**src/rtl/tts_ram.sv**
```systemverilog
// Generic single-port-write, single-port-read RAM with registered read data.
// No dependencies.
module tts_ram #(
    parameter int WIDTH = 32,
    parameter int DEPTH = 64
) (
    input  logic                     i_clk,
    input  logic                     i_we,
    input  logic [$clog2(DEPTH)-1:0] i_waddr,
    input  logic [WIDTH-1:0]         i_wdata,
    input  logic [$clog2(DEPTH)-1:0] i_raddr,
    output logic [WIDTH-1:0]         o_rdata
);

    logic [WIDTH-1:0] r_mem [DEPTH];
    logic [WIDTH-1:0] r_rdata;

    always_ff @(posedge i_clk) begin
        if (i_we) begin
            r_mem[i_waddr] <= i_wdata;
        end
        r_rdata <= r_mem[i_raddr];
    end

    assign o_rdata = r_rdata;

endmodule
```
**config.mk**
```make
export PLATFORM = sky130hd
export DESIGN_NAME = tts_ram
export DESIGN_NICKNAME = d
export VERILOG_FILES = /design/src/rtl/tts_ram.sv
export SDC_FILE = /design/constraint.sdc
export NUM_CORES = 2
export LEC_CHECK = 0
export BUFFER_PORTS_ARGS = -buffer_cell sky130_fd_sc_hd__buf_2
export CORE_MARGIN = 1.5
export CORE_UTILIZATION = 32
export CTS_BUF_LIST = sky130_fd_sc_hd__clkbuf_8
export DETAILED_ROUTE_END_ITERATION = 7
export PLACE_DENSITY_LB_ADDON = 0.25
export RECOVER_POWER = 25
export SETUP_SLACK_MARGIN = 0.2
export SLEW_MARGIN = 20
export SYNTH_ARGS = -nofsm -noshare
export SYNTH_HDL_FRONTEND = slang
export SYNTH_SLANG_ARGS = --single-unit
```
**constraint.sdc**
```tcl
create_clock -name i_clk -period 3.4 [get_ports i_clk]
set_input_delay 0.17 -clock i_clk [delete_from_list [all_inputs] [get_ports i_clk]]
set_output_delay 0.17 -clock i_clk [all_outputs]
set_load 0.01 [all_outputs]
```
## After elaboration in Yosys (flattened, before gate mapping)

Memory sizes are Yosys's and may differ from the RTL's. A register that Yosys moved wholly into a read port is not among the register bits.
Index checks and enable logic that the tools add are counted.

- Bits in registers: 0
- RAM bits: 2048
- Input port bits: 46
- Output and inout port bits: 32
- Logic and storage cells: 3
- Memories kept: 1

Memories:

| memory | words | width | read ports | clocked after Yosys merged registers in | write ports | RTL line | source |
|---|---|---|---|---|---|---|---|
| r_mem | 64 | 32 | 1 | 1 | 1 | 15 | `logic [WIDTH-1:0] r_mem [DEPTH];` |

- Mux-type cells: 2

Operators by type and width:

| cell | number |
|---|---|
| 1-bit 2-to-1 mux | 2 |

## Depth between registers and ports, before layout

- Depth after elaboration: 2
- Mapped depth: 10
- Depth with buffers taken out: 5

## Worst setup path after synthesis

No wires, ideal clock.

- Path type: input to register
- Start point: in i_waddr[3]
- End point: mem r_mem[48][0] (enable)
- Setup time: 461 ps
- Arrival: 2869 ps
- Required time: 2939 ps
- Path slack: 70 ps
- Cell stages on the path: 4
- Path buffers: 1
- Cell sequence: clkbuf_1 > nor2b_1 > nand4b_1 > nor3_1

RTL lines:

| item | RTL line | source |
|---|---|---|
| start, declared | 9 | `input logic [$clog2(DEPTH)-1:0] i_waddr,` |
| end, declared | 15 |  |

No word-level cell before the write port.

==> results.md <==
* GR Overflow Total at 0
* Tmin final at approximately 2800 ps
* Dpl cells at roughly 6700
* Status: finished, violations left
* Crit path max-delay family: buffers and inverters
* Seq/Total Area, Yosys at around four fifths
* Non-filler cells, final at 7324
* CP max stage delay at approximately 650 ps
* Fin. max-slew vios at 1066
* Slew @ Worst Pin at 3000 ps
* Crit path max fanout at 26
* Clock transition at the registers of the reported paths at 60 ps
* CTS root buffer: clkbuf_8
* Die area at approximately 0.25 sq mm
* Starting density of the core at 32.2%
* NumNets Final at roughly 3900
* Critical R2R Capture: o_rdata[5]
* Synth area leader: edfxtp_1
* Postcts setup bufs at 0
* Num ports at between 70 and 80
* Required @ worst endpoint at 4340 ps
* Input/output buffers at 77
* WP buf/inv at 5
* Final GP Congestion at 0.776
* Max-cap violations at 26
* Post-Syn Area per Cell at between 20 and 25 sq um
* Vias per cell at 5.18
* Power consumption at roughly 51000 uW
* Fillers at 22100
* H-tree Lvls at 5
* Placed cell areas at between 0.08 and 0.09 sq mm
* Hold EP: o_rdata[17]
* P&R area growth vs syn at 16.5%
* Final setup violating endpoints at 0
* Synth Net Count at roughly 3400
* Routed vias at between 30000 and 40000
* Final worst setup slack at between 600 and 700 ps
* Wire per inst at around 31 um
* Commonest non-fill, non-tap cells in the layout: 2048 x edfxtp_1, 544 x mux4_2, 367 x clkbuf_8
* CTS tree: done
* Core area at 0.244 sq mm
* Design area at around 0.091 sq mm
* Layout cell share with drive strength beyond 1 at 32.1%
* Initial antenna violation count at 29
* Post-synth EDFFs at 2048
* Worst EP arrival at 3710 ps
* Hold Startpoint: i_raddr[2]
* Final period utilization at roughly four fifths
* Most common cell after layout, fill and taps aside: edfxtp_1
* Async set or reset register ratio after synthesis at 0%
* Pre-CTS setup slack at -203 ps
* Clock sink total at 2080
* Reg-to-Reg Start: r_mem[11][5]
* Max Clk Rate at 361 MHz
* Overall routed net length at 226000 um
* Clock Path Buffers at 4
* Failing checks: capacitance limit, slew limit
* Hold path depth at 6
* Clk_skew at 66.7 ps
* Post-Syn Instances at 3324
* Crit-path slowest cell: buf_4
* Critical path capture point type: flop
* Vias in the first global route at 39600
* Final core utilization at 37.5%
* Synth top area cells: edfxtp_1 78%, mux4_2 16%, mux2i_1 1.2%
* Num rows at between 150 and 200
* Post-synthesis sequential element count at ~2100
* Hpwl dp at 130000 um
* Worst R2R Path Depth at 7
* CP Cell Sequence: dlygate4sd3_1 -> buf_2 -> buf_4 -> nand2b_1 -> buf_4 -> o22ai_1 -> nor2_1 -> dlygate4sd3_1
* Synth warn at 0
* Largest net degree at the start of global routing at 65
* Most used DFF post-synth: edfxtp_1
* Post-Syn Area at 0.0785 sq mm
* CTS Buf Count at 343
* Leak at 0.0288 uW
* DRC Markers at 0
* Drt pass-1 iters at 5
* Power Density at 563 mW/mm^2
* Total GRT Usage at 18.0%
* Netlist cell types at 34
* Setup Crit Path Kind: input pin to flop
* Final hold violation count at 0
* DR iter-0 viols at 4458
* Hold Crit Class: input pin to flop
* Type of element launching the critical path: input pin
* RSZ-0062 raised after global routing: no
* Synth top area share at 78.3%
* First-pass GRT wire length at just over 300000 um
* Worst VDD drop at 383 uV
* Worst skew pair latency at ~1100 ps
* Die Ht at 498 um
* Post-route ant nets at 0
* R2R setup slack at slightly above 900 ps
* Slew headroom at -100%
* Die Wd at 498 um
worst min-delay path, cell delays in order:
cell and delay [ps]:
buf_8 160, mux4_2 280, mux2i_1 70, nor2_1 180, o32ai_1 120, nor3_1 150
synth_stat cells, types with 2 or more instances:
cell type,number
dfxtp_1,32
nand2_1,26
o22ai_1,84
buf_6,5
nor3_1,7
a22oi_1,12
mux4_2,544
clkbuf_1,74
nor2_1,137
a21oi_1,62
or3b_1,2
nor2b_1,15
nand3_1,5
or3b_2,3
buf_4,25
nand4_1,2
o221ai_1,27
nand2b_1,8
buf_2,57
o32ai_1,4
a311oi_1,8
nand3b_1,5
mux2i_1,93
or3_1,3
and3_1,4
and2_1,2
a41o_1,4
edfxtp_1,2048
buf_1,21
cells by family (layout without fill, tap and decap cells):
group	after synthesis	in the layout	synth area share, %
flip-flops	2080	2080	79.1
multiplexers	637	637	16.8
AND/OR/NAND/NOR	223	223	1.27
AO/OA/AOI/OAI	202	202	1.67
buffers and inverters	182	963	1.13
other	0	17	0
worst max-delay path by stage:
stage / startpoint / to / slack [ps] / cells past startpoint
final: i_raddr[4] / o_rdata[5] / 630 / 8
after global routing: i_wdata[27] / r_mem[35][27] / 600 / 3
after CTS: i_raddr[1] / o_rdata[26] / 750 / 8
after detailed placement: i_raddr[0] / o_rdata[31] / -200 / 7
after global placement: i_raddr[0] / o_rdata[11] / -250 / 7
after floorplan: i_waddr[5] / r_mem[39][0] / 580 / 4
final cells by class:
type | instances | area [sq um] | area share [%]
Clock inverter | 219 | 1040 | 1.13
Timing Repair Buffer | 377 | 3220 | 3.52
Multi-Input combinational cell | 1062 | 16000 | 17.5
Clock buffer | 367 | 5050 | 5.52
Antenna cell | 17 | 42.5 | 0.0465
Sequential cell | 2080 | 62100 | 67.9
Tap cell | 3202 | 4010 | 4.38
stage by stage:
stage | hold slack, ps | TNS, ps
2_1_floorplan | 269 | 0
3_3_place_gp | 583 | -467
3_5_place_dp | 580 | -203
4_1_cts | 82.2 | 0
5_1_grt | 188 | 0
6_report | 159 | 0
sequential cells by signal (all words and copies together) (netlist names):
signal,flops
r_mem,2048
o_rdata,32
where the power goes:
group	switching (uW)	total (uW)	internal (uW)	leakage (uW)
clock network	9670	20000	10300	0.00359
registers	140	28600	28400	0.0187
logic	1870	2950	1080	0.00650
total	11700	51500	39800	0.0288
per-layer routing:
| metal | up-vias | track usage, % | part of all wire (%) |
|---|---|---|---|
| li1 | 15400 | - | - |
| met4 | 8 | 5.64 | 2.8 |
| met1 | 20800 | 24.6 | 42 |
| met2 | 1426 | 28.5 | 47 |
| met3 | 322 | 4.44 | 7.4 |
| met5 | - | 0 | 0.024 |
timing repair:
| item | CTS | global route |
|---|---|---|
| resized for setup | 0 | 0 |
| hold buffers | 44 | 0 |
| hold endpoints to repair | 1639 | 0 |
No activity file was read; power rests on OpenSTA's default activity.
